`src/sv/assert_macros.svh`:
```
// Assertion helpers shared by the formatter RTL.
// Each macro expects clk_i and rst_ni to be visible in the module that uses it.
`ifndef ASSERT_MACROS_SVH
`define ASSERT_MACROS_SVH

// The expression holds at every clock edge outside reset.
`define FDDF_ASSERT_ALWAYS(lbl, expr, msg) \
  lbl: assert property (@(posedge clk_i) disable iff (!rst_ni) (expr)) else $error(msg);

// When the trigger holds, the consequence holds in the next cycle.
`define FDDF_ASSERT_NEXT(lbl, trig, cons, msg) \
  lbl: assert property (@(posedge clk_i) disable iff (!rst_ni) (trig) |=> (cons)) \
    else $error(msg);

`endif

```
`src/sv/fddf_pkg.sv`:
```
package fddf_pkg;

  // Symbol codes held for each display position.
  localparam logic [4:0] SYM_BLANK = 5'd16;
  localparam logic [4:0] SYM_DASH  = 5'd17;
  localparam logic [4:0] SYM_E     = 5'd18;
  localparam logic [4:0] SYM_R     = 5'd19;

  // Command codes on the func field.
  localparam logic [1:0] FUNC_DEC   = 2'd0;
  localparam logic [1:0] FUNC_HEX   = 2'd1;
  localparam logic [1:0] FUNC_ERR   = 2'd2;
  localparam logic [1:0] FUNC_CLEAR = 2'd3;

  // Decimal range limits.
  localparam logic signed [31:0] DEC_MAX = 32'sd9999;
  localparam logic signed [31:0] DEC_MIN = -32'sd999;

  // Fixed-point reciprocals for division by 10, 100 and 1000 on values up to 9999.
  localparam logic [12:0] RECIP_10   = 13'd6554;  // shift by 16
  localparam logic [12:0] RECIP_100  = 13'd5243;  // shift by 19
  localparam logic [13:0] RECIP_1000 = 14'd8389;  // shift by 23

  // Classified command kinds passed from the front to the back.
  typedef enum logic [2:0] {
    KIND_DEC,
    KIND_DEC_OOR,
    KIND_HEX,
    KIND_ERR,
    KIND_CLEAR
  } kind_e;

  // Input transaction.
  typedef struct packed {
    logic [1:0]         func;
    logic signed [31:0] number;
  } fddf_in_t;

  // Result transaction.
  typedef struct packed {
    logic [4:0] sym_pos0;
    logic [4:0] sym_pos1;
    logic [4:0] sym_pos2;
    logic [4:0] sym_pos3;
    logic       ignored;
  } fddf_out_t;

  // Classified command with the decimal quotients already formed.
  typedef struct packed {
    kind_e       kind;
    logic        neg;
    logic [13:0] mag;
    logic [9:0]  quo10;
    logic [6:0]  quo100;
    logic [3:0]  quo1000;
    logic [15:0] hex;
  } cmd_t;

  // Head of the command queue as seen by the back end.
  typedef struct packed {
    logic valid;
    cmd_t cmd;
  } cmd_head_t;

endpackage

```
`src/sv/fddf_front.sv`:
```
`include "assert_macros.svh"

module fddf_front import fddf_pkg::*; (
  input  logic      clk_i,
  input  logic      rst_ni,
  input  logic      push,
  input  fddf_in_t  in_data_i,
  output logic      full,
  input  logic      cmd_pop_i,
  output cmd_head_t cmd_head_o
);

  cmd_t        cls;
  logic [13:0] mag_abs;
  logic [26:0] prod10;
  logic [26:0] prod100;
  logic [27:0] prod1000;

  cmd_t        ent_q [2];
  logic        wr_q, wr_d;
  logic        rd_q, rd_d;
  logic [1:0]  cnt_q, cnt_d;
  logic        push_fire;
  logic        pop_fire;

  // Magnitude of an in-range decimal value and its quotients by powers of ten.
  always_comb begin
    mag_abs  = in_data_i.number[31] ? 14'(~in_data_i.number[13:0] + 14'd1)
                                    : in_data_i.number[13:0];
    prod10   = 27'(mag_abs) * 27'(RECIP_10);
    prod100  = 27'(mag_abs) * 27'(RECIP_100);
    prod1000 = 28'(mag_abs) * 28'(RECIP_1000);
  end

  // Classify the incoming command.
  always_comb begin
    cls         = '0;
    cls.neg     = in_data_i.number[31];
    cls.mag     = mag_abs;
    cls.quo10   = prod10[25:16];
    cls.quo100  = prod100[25:19];
    cls.quo1000 = prod1000[26:23];
    cls.hex     = in_data_i.number[15:0];
    case (in_data_i.func)
      FUNC_DEC: begin
        if (in_data_i.number > DEC_MAX || in_data_i.number < DEC_MIN) begin
          cls.kind = KIND_DEC_OOR;
        end else begin
          cls.kind = KIND_DEC;
        end
      end
      FUNC_HEX: begin
        if (in_data_i.number[31] || (|in_data_i.number[30:16])) begin
          cls.kind = KIND_ERR;
        end else begin
          cls.kind = KIND_HEX;
        end
      end
      FUNC_ERR: cls.kind = KIND_ERR;
      default:  cls.kind = KIND_CLEAR;
    endcase
  end

  // Two-entry command queue toward the back end.
  assign full       = (cnt_q == 2'd2);
  assign push_fire  = push && !full;
  assign pop_fire   = cmd_pop_i && (cnt_q != 2'd0);
  assign cmd_head_o = '{valid: (cnt_q != 2'd0), cmd: ent_q[rd_q]};

  always_comb begin
    wr_d  = push_fire ? ~wr_q : wr_q;
    rd_d  = pop_fire ? ~rd_q : rd_q;
    cnt_d = cnt_q + 2'(push_fire) - 2'(pop_fire);
  end

  always_ff @(posedge clk_i or negedge rst_ni) begin
    if (!rst_ni) begin
      wr_q  <= 1'b0;
      rd_q  <= 1'b0;
      cnt_q <= 2'd0;
    end else begin
      wr_q  <= wr_d;
      rd_q  <= rd_d;
      cnt_q <= cnt_d;
    end
  end

  // Queue storage needs no reset.
  always_ff @(posedge clk_i) begin
    if (push_fire) begin
      ent_q[wr_q] <= cls;
    end
  end

  `FDDF_ASSERT_ALWAYS(a_cmd_cnt_bound, cnt_q <= 2'd2, "command queue count overflow")
  `FDDF_ASSERT_NEXT(a_cmd_push_lands, push_fire && !pop_fire, cnt_q != 2'd0,
    "accepted command not held in queue")

endmodule

```
`src/sv/fddf_back.sv`:
```
`include "assert_macros.svh"

module fddf_back import fddf_pkg::*; (
  input  logic      clk_i,
  input  logic      rst_ni,
  input  cmd_head_t cmd_head_i,
  output logic      cmd_pop_o,
  output fddf_out_t out_data_o,
  output logic      empty,
  input  logic      pop
);

  logic [3:0][4:0] sym_q, sym_d;
  cmd_t            cmd;
  logic [13:0]     dig0_w;
  logic [9:0]      dig1_w;
  logic [6:0]      dig2_w;
  logic [3:0]      quo [4];
  logic            is_zero [4];
  logic            ignored;
  logic            cmd_fire;

  fddf_out_t       res_q [2];
  logic            rwr_q, rwr_d;
  logic            rrd_q, rrd_d;
  logic [1:0]      rcnt_q, rcnt_d;
  logic            res_pop;

  assign cmd = cmd_head_i.cmd;

  // Decimal digits from the quotients formed in the front end.
  always_comb begin
    dig0_w = cmd.mag - {cmd.quo10, 3'b000} - {3'b000, cmd.quo10, 1'b0};
    dig1_w = cmd.quo10 - {cmd.quo100, 3'b000} - {2'b00, cmd.quo100, 1'b0};
    dig2_w = cmd.quo100 - {cmd.quo1000[3:0], 3'b000} - {2'b00, cmd.quo1000, 1'b0};
    quo[0] = dig0_w[3:0];
    quo[1] = dig1_w[3:0];
    quo[2] = dig2_w[3:0];
    quo[3] = cmd.quo1000;
    is_zero[0] = (cmd.mag == 14'd0);
    is_zero[1] = (cmd.quo10 == 10'd0);
    is_zero[2] = (cmd.quo100 == 7'd0);
    is_zero[3] = (cmd.quo1000 == 4'd0);
  end

  // Next held symbols for the command at the queue head.
  always_comb begin
    sym_d   = sym_q;
    ignored = 1'b0;
    case (cmd.kind)
      KIND_DEC: begin
        sym_d[0] = {1'b0, quo[0]};
        for (int i = 1; i < 4; i++) begin
          if (!is_zero[i]) begin
            sym_d[i] = {1'b0, quo[i]};
          end else if (cmd.neg && (i == 1 || !is_zero[i-1])) begin
            sym_d[i] = SYM_DASH;
          end else begin
            sym_d[i] = SYM_BLANK;
          end
        end
      end
      KIND_DEC_OOR: ignored = 1'b1;
      KIND_HEX: begin
        for (int i = 0; i < 4; i++) begin
          sym_d[i] = {1'b0, cmd.hex[4*i +: 4]};
        end
      end
      KIND_ERR: sym_d = {SYM_E, SYM_R, SYM_R, SYM_BLANK};
      KIND_CLEAR: sym_d = {4{SYM_BLANK}};
      default: sym_d = sym_q;
    endcase
  end

  // A command executes when the result queue has room for its transaction.
  assign cmd_fire  = cmd_head_i.valid && (rcnt_q != 2'd2);
  assign cmd_pop_o = cmd_fire;

  always_ff @(posedge clk_i or negedge rst_ni) begin
    if (!rst_ni) begin
      sym_q <= {4{SYM_BLANK}};
    end else if (cmd_fire) begin
      sym_q <= sym_d;
    end
  end

  // Two-entry result queue toward the consumer.
  assign empty      = (rcnt_q == 2'd0);
  assign res_pop    = pop && !empty;
  assign out_data_o = res_q[rrd_q];

  always_comb begin
    rwr_d  = cmd_fire ? ~rwr_q : rwr_q;
    rrd_d  = res_pop ? ~rrd_q : rrd_q;
    rcnt_d = rcnt_q + 2'(cmd_fire) - 2'(res_pop);
  end

  always_ff @(posedge clk_i or negedge rst_ni) begin
    if (!rst_ni) begin
      rwr_q  <= 1'b0;
      rrd_q  <= 1'b0;
      rcnt_q <= 2'd0;
    end else begin
      rwr_q  <= rwr_d;
      rrd_q  <= rrd_d;
      rcnt_q <= rcnt_d;
    end
  end

  always_ff @(posedge clk_i) begin
    if (cmd_fire) begin
      res_q[rwr_q] <= '{sym_pos0: sym_d[0], sym_pos1: sym_d[1], sym_pos2: sym_d[2],
                        sym_pos3: sym_d[3], ignored: ignored};
    end
  end

  `FDDF_ASSERT_NEXT(a_clear_blanks, cmd_fire && cmd.kind == KIND_CLEAR,
    sym_q == {4{SYM_BLANK}}, "clear did not blank all positions")
  `FDDF_ASSERT_NEXT(a_oor_keeps, cmd_fire && cmd.kind == KIND_DEC_OOR, $stable(sym_q),
    "ignored decimal changed the symbols")
  `FDDF_ASSERT_NEXT(a_res_lands, cmd_fire, !empty, "executed command left no result")

endmodule

```
`src/sv/four_digit_display_formatter_top.sv`:
```
// Channel  | Direction | Handshake          | Payload
// input    | in        | push / full        | in_data_i  (func, number)
// result   | out       | empty / pop        | out_data_o (sym_pos0..3, ignored)
//
// Accepts one transaction per cycle while full is low; each yields exactly one result.
// A result appears once the command queue has held the transaction and the execute
// stage has written it to the result queue; a full result queue holds the command back.
// The held symbols reset to all blank; both queues reset empty.
// Two-entry queues sit before and after the execute stage, so a stalled consumer
// blocks input only once both queues are full.

module four_digit_display_formatter_top import fddf_pkg::*; (
  input  logic      clk_i,
  input  logic      rst_ni,
  input  logic      push,
  input  fddf_in_t  in_data_i,
  output logic      full,
  output logic      empty,
  input  logic      pop,
  output fddf_out_t out_data_o
);

  cmd_head_t cmd_head;
  logic      cmd_pop;

  // Front end: classify and queue commands.
  fddf_front u_front (
    .clk_i      (clk_i),
    .rst_ni     (rst_ni),
    .push       (push),
    .in_data_i  (in_data_i),
    .full       (full),
    .cmd_pop_i  (cmd_pop),
    .cmd_head_o (cmd_head)
  );

  // Back end: update the held symbols and queue results.
  fddf_back u_back (
    .clk_i      (clk_i),
    .rst_ni     (rst_ni),
    .cmd_head_i (cmd_head),
    .cmd_pop_o  (cmd_pop),
    .out_data_o (out_data_o),
    .empty      (empty),
    .pop        (pop)
  );

endmodule

```
`config.mk`:
```
export PLATFORM = sky130hd
export DESIGN_NAME = four_digit_display_formatter_top
export DESIGN_NICKNAME = d
export VERILOG_FILES = /design/src/sv/fddf_pkg.sv /design/src/sv/fddf_front.sv /design/src/sv/fddf_back.sv /design/src/sv/four_digit_display_formatter_top.sv
export VERILOG_INCLUDE_DIRS = /design/src /design/src/sv
export SDC_FILE = /design/constraint.sdc
export NUM_CORES = 1
export LEC_CHECK = 0
export BUFFER_PORTS_ARGS = -buffer_cell sky130_fd_sc_hd__buf_2
export CORE_ASPECT_RATIO = 1.4
export CORE_MARGIN = 10
export CORE_UTILIZATION = 25
export CTS_CLUSTER_SIZE = 25
export DETAILED_ROUTE_END_ITERATION = 16
export SETUP_SLACK_MARGIN = 0.5
export SYNTH_ARGS = -nofsm -noshare
export SYNTH_HDL_FRONTEND = slang
export SYNTH_HIERARCHICAL = 1
export SYNTH_SLANG_ARGS = --single-unit
```
`constraint.sdc`:
```
create_clock -name clk_i -period 6.3 [get_ports clk_i]
set_clock_uncertainty 0.15 [all_clocks]
set_input_delay 0.945 -clock clk_i [delete_from_list [all_inputs] [get_ports clk_i]]
set_output_delay 0.945 -clock clk_i [all_outputs]
set_load 0.005 [all_outputs]
```
=== Yosys cells after proc, flatten, opt, wreduce, memory -nomap -nowiden ===
Memories as Yosys holds them, arrays and structs flattened.
Index checks and enable logic that the tools add are counted.

* Register bits: 28
* Latch bits: 0
* Memory bits (writable): 152
* Bits in read-only memories: 0
* Input bits: 38
* Output and inout port bits: 23
* Logic and storage cells: 77
* Memories: 2

* Add/sub/neg operators: 11
* Multiply operators: 3
* Div/mod/pow operators: 0
* Magnitude comparators: 2
* Equal/unequal tests: 8
* Shift-type cells: 0
* Mux-type cells: 16
* Bitwise operators: 5
* Reductions and logical operators: 20

{| class="wikitable"
|+ Memory list
! name !! words !! width !! rd ports !! clocked after memory_dff !! write ports !! RTL line !! source
|-
| u_front.ent_q || 2 || 55 || 1 || 0 || 1 || fddf_front.sv:19 || <nowiki>cmd_t ent_q [2];</nowiki>
|-
| u_back.res_q || 2 || 21 || 1 || 0 || 1 || fddf_back.sv:23 || <nowiki>fddf_out_t res_q [2];</nowiki>
|}

{| class="wikitable"
|+ Operators with widths
! cell !! count
|-
| 20-bit one-hot mux with 4 select lines || 1
|-
| 32-bit by 15-bit > comparator with 1-bit output (second input constant) || 1
|-
| 32-bit by 11-bit < comparator with 1-bit output (second input constant) || 1
|-
| 14-bit by 14-bit multiplier with 27-bit output (second input constant) || 1
|-
| 14-bit by 13-bit multiplier with 26-bit output (second input constant) || 1
|-
| 14-bit by 12-bit multiplier with 25-bit output (second input constant) || 1
|-
| 4-bit subtractor || 6
|-
| 5-bit two-way mux || 3
|-
| 15-bit OR reduction || 1
|-
| 14-bit by 1-bit adder with 14-bit output (second input constant) || 1
|-
| 14-bit two-way mux || 1
|-
| 14-bit NOT || 1
|-
| 10-bit logical NOT || 1
|-
| 1-bit two-way mux || 10
|-
| 3-bit one-hot mux with 3 select lines || 1
|-
| 7-bit logical NOT || 1
|-
| 3-bit by 2-bit equality test with 1-bit output (second input constant) || 2
|-
| 1-bit logical AND || 6
|-
| 2-bit by 1-bit adder with 2-bit output || 2
|-
| 2-bit equality test (second input constant) || 2
|-
| 1-bit logical NOT || 4
|-
| 2-bit logical NOT || 2
|-
| 4-bit logical NOT || 1
|-
| 1-bit NOT || 4
|-
| 8 further kinds || 10
|}

=== Longest topological paths before layout ===
Gate-level depths: netlist of the first run.
An unclocked memory read counts as a cell.

* Depth after elaboration: 7
* Depth in mapped cells: 24
* Mapped depth without buffers: 24

=== By module ===
The synthesis of the first run kept the hierarchy.

{| class="wikitable"
|+ By module, submodules not included
! module !! instances !! cells each !! area each (µm²)
|-
| fddf_front || 1 || 1139 || 12647.1
|-
| fddf_back || 1 || 294 || 3568.4
|}

=== Worst setup path after synthesis of the first run ===
OpenSTA, ideal clock, no wires.

* Path type: input port to flip-flop
* From: input in_data_i[1] (netlist bit)
* To: memory u_front/ent_q[0][36] (netlist bit) (data pin)
* Library setup time: 0.169 ns
* Arrival time: 6.536 ns
* Required time: 5.981 ns
* Path slack: -0.554 ns
* Stages: 21
* Path buffers: 0
* Path through: or4_4 > nand2b_4 > o21ai_2 > xor2_4 > inv_1 > ha_1 > fa_1 > inv_1 > fa_1 > inv_1 > fa_1 > inv_1 > fa_1 > inv_1 > ha_1 > a21oi_1 > o21ai_0 > a221o_1 > or3_1 > a31o_2 > o211ai_1

{| class="wikitable"
|+ RTL lines
! element !! RTL line !! source
|-
| start: declaration || four_digit_display_formatter_top.sv:16 || <nowiki>input fddf_in_t in_data_i,</nowiki>
|-
| end: declaration || fddf_front.sv:19 ||
|}

==> impl_metrics.env, run 1 <==
export IMPL_status="completed"
export IMPL_layout_cells_sized_above_1_pct=37.7
export IMPL_finalWorstSetupSlack_ns=0.202
export IMPL_grt_max_degree=45
export IMPL_ff2ff_path_depth=7
export IMPL_nNetsFinal=2107
export IMPL_tns_ns=0
export IMPL_cts_inserted_buffers=17
export IMPL_routedWlPerCell_um=16.3
export IMPL_first_pass_grt_wire_length_um=65300
export IMPL_avgViaCountPerCell=4.46
export IMPL_synthesis_area_per_instance_um2=11.0
export IMPL_clock_tree_root_cell="sky130_fd_sc_hd__clkbuf_16"
export IMPL_grtUsageTotal_pct=11.4
export IMPL_critical_path_arrival_ns=6.11
export IMPL_worst_slew_pin_slew_ns=0.969
export IMPL_ctsLongestPathBuffers=2
export IMPL_post_cts_hold_buffers=0
export IMPL_startpoint_types="primary input"
export IMPL_setup_worst_path_class="in -> reg"
export IMPL_cts_htree_levels=4
export IMPL_hpwlAfterDp_um=33700
export IMPL_die_h_um=315
export IMPL_mappedNetlistNets=1823
export IMPL_worst_slew_margin_rel_pct=35.4
export IMPL_synth_yosys_warnings=6
export IMPL_die_area_mm2=0.0725
export IMPL_core_rowCount=108
export IMPL_setup_viol=0
export IMPL_port_buffers=60
export IMPL_cts_tree="done"
export IMPL_first_pass_iters=5
export IMPL_total_of_max_cap_violations=0
export IMPL_initial_util_pct=25.1
export IMPL_antenna_found_initial=0
export IMPL_final_hold_viol_count=0
export IMPL_finalWorstPathRequiredPeriod_ns=6.10
export IMPL_critPathRequiredTime_ns=6.31
export IMPL_drtAntennaViolNets=0
export IMPL_vias_in_the_first_global_route=12300
export IMPL_finalCritPeriodShare_pct=96.8
export IMPL_fill_cells=6091
export IMPL_min_delay_path_depth=2
export IMPL_worst_hold_path_type="reg -> reg"
export IMPL_fp_coreArea_mm2=0.0618
export IMPL_grt_overflow=0
export IMPL_die_w_um=230
export IMPL_num_io_pins=61
export IMPL_report_final_slew_viol_count=0
export IMPL_critPathCaptureType="register"
export IMPL_worstSkewPairLatency_ns=0.43
export IMPL_cts_num_sinks=158
export IMPL_detailedRoute_firstIterationViolations=494
export IMPL_post_synth_inst_count=1403
export IMPL_crit_path_max_fanout=5
export IMPL_area_growth_syn_to_layout_pct=34.5
export IMPL_routabilityCongestion=0.904
export IMPL_detailroute_via_count=11300
export IMPL_worst_setup_hold_path_clk_slew_ns=0.06
export IMPL_hold_worst_slack_ns=0.332
export IMPL_rsz0062_at_grt="true"
export IMPL_drcViolationCount=0
export IMPL_max_freq_mhz=164
export IMPL_placement_setup_worst_slack_ns=-0.508
export IMPL_post_synth_instance_area_mm2=0.0155
export IMPL_num_antenna_cells=0
export IMPL_final_wirelength_um=41100
==> registers in the layout, summed over array words and instances (netlist names) <==
signal	cells
u_back/sym_q	20
u_back/rrd_q	1
u_front/cnt_q	2
u_back/res_q	42
u_back/rwr_q	1
u_front/wr_q	1
u_back/rcnt_q	2
u_front/ent_q	88
u_front/rd_q	1
==> critical path, stage by stage <==
cell and delay [ns]:
sky130_fd_sc_hd__buf_8 0.10, sky130_fd_sc_hd__or4_4 0.56, sky130_fd_sc_hd__nand2b_4 0.20, sky130_fd_sc_hd__buf_6 0.13, sky130_fd_sc_hd__o41ai_4 0.31, sky130_fd_sc_hd__xor2_4 0.21, sky130_fd_sc_hd__inv_4 0.08, sky130_fd_sc_hd__fa_1 0.44
sky130_fd_sc_hd__ha_1 0.32, sky130_fd_sc_hd__fa_1 0.50, sky130_fd_sc_hd__inv_2 0.04, sky130_fd_sc_hd__fa_1 0.45, sky130_fd_sc_hd__fa_1 0.51, sky130_fd_sc_hd__inv_2 0.05, sky130_fd_sc_hd__ha_4 0.23, sky130_fd_sc_hd__a21oi_4 0.14
sky130_fd_sc_hd__o21ai_2 0.07, sky130_fd_sc_hd__a221o_1 0.35, sky130_fd_sc_hd__a21o_1 0.20, sky130_fd_sc_hd__a31oi_4 0.18, sky130_fd_sc_hd__xnor2_2 0.09
==> through the flow <==
step / instance area (um2) / util [%] / instances
floorplan: 16100 / - / 1403
global placement: 18700 / 30.3 / 2440
detailed placement: 18700 / 30.3 / 2440
CTS: 20300 / 32.9 / 2507
global route: 20800 / 33.8 / 2525
finish: 20800 / 33.8 / 2525
==> per-layer routing <==
layer,wire length [um],GRT usage (%)
met5,0,0
met4,1170,3.92
met3,1410,1.49
met2,22800,22.3
met1,15700,12.0
==> layout by cell type, fill, tap and decap left out, types with 39 or more instances in the layout <==
cell type and n:
sky130_fd_sc_hd__buf_2 55, sky130_fd_sc_hd__buf_4 202, sky130_fd_sc_hd__edfxtp_1 130, sky130_fd_sc_hd__fa_1 122, sky130_fd_sc_hd__ha_1 179, sky130_fd_sc_hd__nor2_1 43, sky130_fd_sc_hd__mux2_2 73, sky130_fd_sc_hd__inv_1 263
sky130_fd_sc_hd__ha_4 67, sky130_fd_sc_hd__inv_2 39
==> repair_timing <==
item | in CTS | in global routing
gates resized for setup | 135 | 71
pin swaps | 110 | 54
setup buffers | 35 | 18
setup endpoints to repair | 42 | 42
==> final timing paths <==
path                                       start                    to  slack, ns
worst max-delay path                in_data_i[3]  u_front/ent_q[1][26]       0.20
worst min-delay path            u_back/sym_q[18]      u_back/sym_q[18]       0.33
worst max register to register      u_front/rd_q   u_back/res_q[1][14]       2.63
worst min register to register  u_back/sym_q[18]      u_back/sym_q[18]       0.33
max in group asynchronous                 rst_ni          u_front/rd_q       5.13
min in group asynchronous                 rst_ni          u_back/rrd_q       0.39
==> area by class of cell <==
cell class	instances	area, um2	share of cell area (%)
repair buffers	291	2230	10.7
flip-flops and latches	158	4610	22.1
multi-input cells	909	11200	53.9
inverters	310	1190	5.73
well taps	825	1030	4.95
clock inverters	13	124	0.594
clock buffers	19	433	2.08
Power of run 1 is not shown: default switching activity piles up to over one toggle a cycle in this logic, so the estimate is an artifact.
==> inputs of run 2 (changes only) <==
--- a/config.mk
+++ b/config.mk
@@ -6,6 +6,7 @@
 export SDC_FILE = /design/constraint.sdc
 export NUM_CORES = 1
 export LEC_CHECK = 0
+export ABC_AREA = 1
 export BUFFER_PORTS_ARGS = -buffer_cell sky130_fd_sc_hd__buf_2
 export CORE_ASPECT_RATIO = 1.4
 export CORE_MARGIN = 10
==> run 2 against run 1 <==
  * First-iteration DRC count up 32%
  * Sequential share of layout area rose by 1.1 points
  * Die area grew 6.6%
  * Routed wire length grew 7.6%
  * Fmax up 7.8%
  * Worst hold slack got worse by 0.0099 ns
  * Utilization fell by 3.5 points
  * Count of clock-buffer cells in the layout up 2
  * Flip-flop and latch count stayed put
  * Via count rose by 14%
  * Worst setup slack gained 0.44 ns
  * Global-route usage grew 0.074 points
  * Critical path type unchanged
==> impl_metrics.env, run 2 <==
export IMPL_grt_max_degree=45
export IMPL_layout_cells_most_common_list="523 x sky130_fd_sc_hd__nand2_1, 394 x sky130_fd_sc_hd__inv_1, 227 x sky130_fd_sc_hd__ha_1, 130 x sky130_fd_sc_hd__edfxtp_1, 128 x sky130_fd_sc_hd__fa_1"
export IMPL_crit_reg2reg_capture="u_back/res_q[0][11]"
export IMPL_detailedRoute_firstIterationViolations=652
export IMPL_post_synth_inst_count=1966
export IMPL_finalWorstSetupSlack_ns=0.643
export IMPL_cts_inserted_buffers=17
export IMPL_register_ranked_first_by_flip_flop_count="u_front/ent_q"
export IMPL_max_freq_mhz=177
export IMPL_total_of_max_cap_violations=0
export IMPL_vias_in_the_first_global_route=13000
export IMPL_status="completed"
export IMPL_critPathCaptureType="register"
export IMPL_wl_met1_um=17700
export IMPL_drtAntennaViolNets=0
export IMPL_worst_hold_path_type="reg -> reg"
export IMPL_hold_path_end="u_back/sym_q[9]"
export IMPL_placement_setup_worst_slack_ns=-0.0169
export IMPL_final_wirelength_um=44300
export IMPL_post_cts_hold_buffers=0
export IMPL_dpl_cell_area_mm2=0.0185
export IMPL_startpoint_types="primary input"
export IMPL_cts_htree_levels=4
export IMPL_worstSkewPairLatency_ns=0.44
export IMPL_final_util_pct=30.2
export IMPL_worst_path_buf_inv=4
export IMPL_route_met3_wl_um=1740
export IMPL_report_final_slew_viol_count=0
export IMPL_finalWorstPathRequiredPeriod_ns=5.66
export IMPL_crit_path_max_fanout=6
export IMPL_critical_path_arrival_ns=5.68
export IMPL_rsz0062_at_grt="false"
export IMPL_port_buffers=60
export IMPL_cpPeakStageDelay_ns=0.49
export IMPL_area_growth_syn_to_layout_pct=19.6
export IMPL_die_h_um=325
export IMPL_worst_slew_margin_rel_pct=28.3
export IMPL_crit_path_cell_trace="buf_2, clkinvlp_4, ha_4, nand3_1, nand2_2, xnor2_4, buf_4, ha_1, ha_2, inv_1, o21ai_1, fa_1, ha_1, fa_1, ha_1, a21o_1, nor2_1, nand2_1, nand3_1, nand3_1, xor2_1"
export IMPL_hpwlAfterDp_um=37500
export IMPL_synthesis_area_per_instance_um2=8.45
export IMPL_min_delay_path_depth=2
export IMPL_detailroute_wirelength_met2_um=23100
export IMPL_cp_top_family="adder cells"
export IMPL_ctsLongestPathBuffers=2
export IMPL_setup_viol=0
export IMPL_first_pass_grt_wire_length_um=69500
export IMPL_design_area_mm2=0.0199
export IMPL_final_common_cell="sky130_fd_sc_hd__nand2_1"
export IMPL_drcViolationCount=0
export IMPL_worst_setup_hold_path_clk_slew_ns=0.06
export IMPL_largestRegisters="u_front/ent_q (88), u_back/res_q (42), u_back/sym_q (20)"
export IMPL_fp_coreArea_mm2=0.0657
export IMPL_worst_slew_pin_slew_ns=1.07
export IMPL_critical_path_slowest_cell="sky130_fd_sc_hd__fa_1"
export IMPL_dr_max_layer_used="met5"
export IMPL_finish_cell_count_without_fillers=2967
export IMPL_rrSetupSlack_ns=3.45
export IMPL_ff2ff_path_depth=15
export IMPL_cts_num_sinks=158
export IMPL_grtUsageTotal_pct=11.4
export IMPL_critPathRequiredTime_ns=6.32
export IMPL_num_io_pins=61
export IMPL_initial_util_pct=25.3
export IMPL_die_area_mm2=0.0773
export IMPL_routabilityCongestion=0.945
export IMPL_avgViaCountPerCell=4.34
export IMPL_critical_path_reg2reg_startpoint="u_front/rd_q"
export IMPL_mappedNetlistNets=2386
export IMPL_antenna_found_initial=8
export IMPL_holdCritStartpoint="u_back/sym_q[9]"
export IMPL_die_w_um=238
export IMPL_first_pass_iters=5
export IMPL_cts_tree="done"
export IMPL_setup_worst_path_class="in -> reg"
export IMPL_grt_overflow=0
export IMPL_synth_yosys_warnings=6
export IMPL_nNetsFinal=2526
export IMPL_largest_register_ffs=88
export IMPL_routedWlPerCell_um=14.9
export IMPL_post_synth_instance_area_mm2=0.0166
export IMPL_final_hold_viol_count=0
export IMPL_post_place_cells=2913
export IMPL_core_rowCount=111
export IMPL_layout_cells_sized_above_1_pct=17.6
export IMPL_clock_tree_root_cell="sky130_fd_sc_hd__clkbuf_16"
export IMPL_detailroute_via_count=12900
export IMPL_finalCritPeriodShare_pct=89.8
[run 2: final cells by class]
cell class	count	area (um2)
sequential	158	4610
tap	847	1060
multi-input combinational	1364	11000
inverter	419	1590
clock inverter	11	135
timing repair buffer	146	987
fill	6847	45800
antenna	1	2.50
clock buffer	21	450
[run 2: worst register-to-register path: stages (launching register included)]
cell and delay (ns):
sky130_fd_sc_hd__dfrtp_1 0.36, sky130_fd_sc_hd__inv_2 0.13, sky130_fd_sc_hd__buf_4 0.29, sky130_fd_sc_hd__nand2_1 0.10, sky130_fd_sc_hd__nand2_1 0.16, sky130_fd_sc_hd__inv_1 0.16, sky130_fd_sc_hd__ha_1 0.23, sky130_fd_sc_hd__inv_1 0.06
sky130_fd_sc_hd__nor2_1 0.09, sky130_fd_sc_hd__nand3_1 0.07, sky130_fd_sc_hd__nor2_1 0.34, sky130_fd_sc_hd__nor2_1 0.17, sky130_fd_sc_hd__nand2_1 0.09, sky130_fd_sc_hd__nand3_1 0.09, sky130_fd_sc_hd__nand2_1 0.08, sky130_fd_sc_hd__inv_1 0.05
[run 2: timing repair]
| item | in CTS | in global routing |
|---|---|---|
| gates resized for setup | 2 | 132 |
| setup endpoints to repair | 8 | 42 |
| pin swaps | 1 | 58 |
| buffers inserted | 1 | 20 |
[run 2: routing by layer]
layer | track usage, % | vias up
li1 | - | 6451
met2 | 21.4 | 224
met4 | 4.59 | 12
met1 | 12.4 | 6100
met3 | 1.94 | 77
met5 | 0 | -
[run 2: worst max path at each step]
stage	from	depth (start not counted)	end
floorplan	in_data_i[0]	25	u_front/ent_q[0][33]
global placement	in_data_i[0]	21	u_front/ent_q[0][20]
detailed placement	in_data_i[0]	21	u_front/ent_q[0][20]
CTS	in_data_i[0]	28	u_front/ent_q[0][33]
global route	in_data_i[0]	25	u_front/ent_q[1][22]
finish	in_data_i[0]	21	u_front/ent_q[1][22]
[run 2: stage by stage]
step | TNS (ns) | hold WS [ns]
after CTS | 0 | 0.324
after global placement | 0 | 0.306
after detailed placement | -0.0604 | 0.308
after floorplan | 0 | 0.292
after global routing | 0 | 0.346
final | 0 | 0.323
Power of run 2 is left out for the same reason.
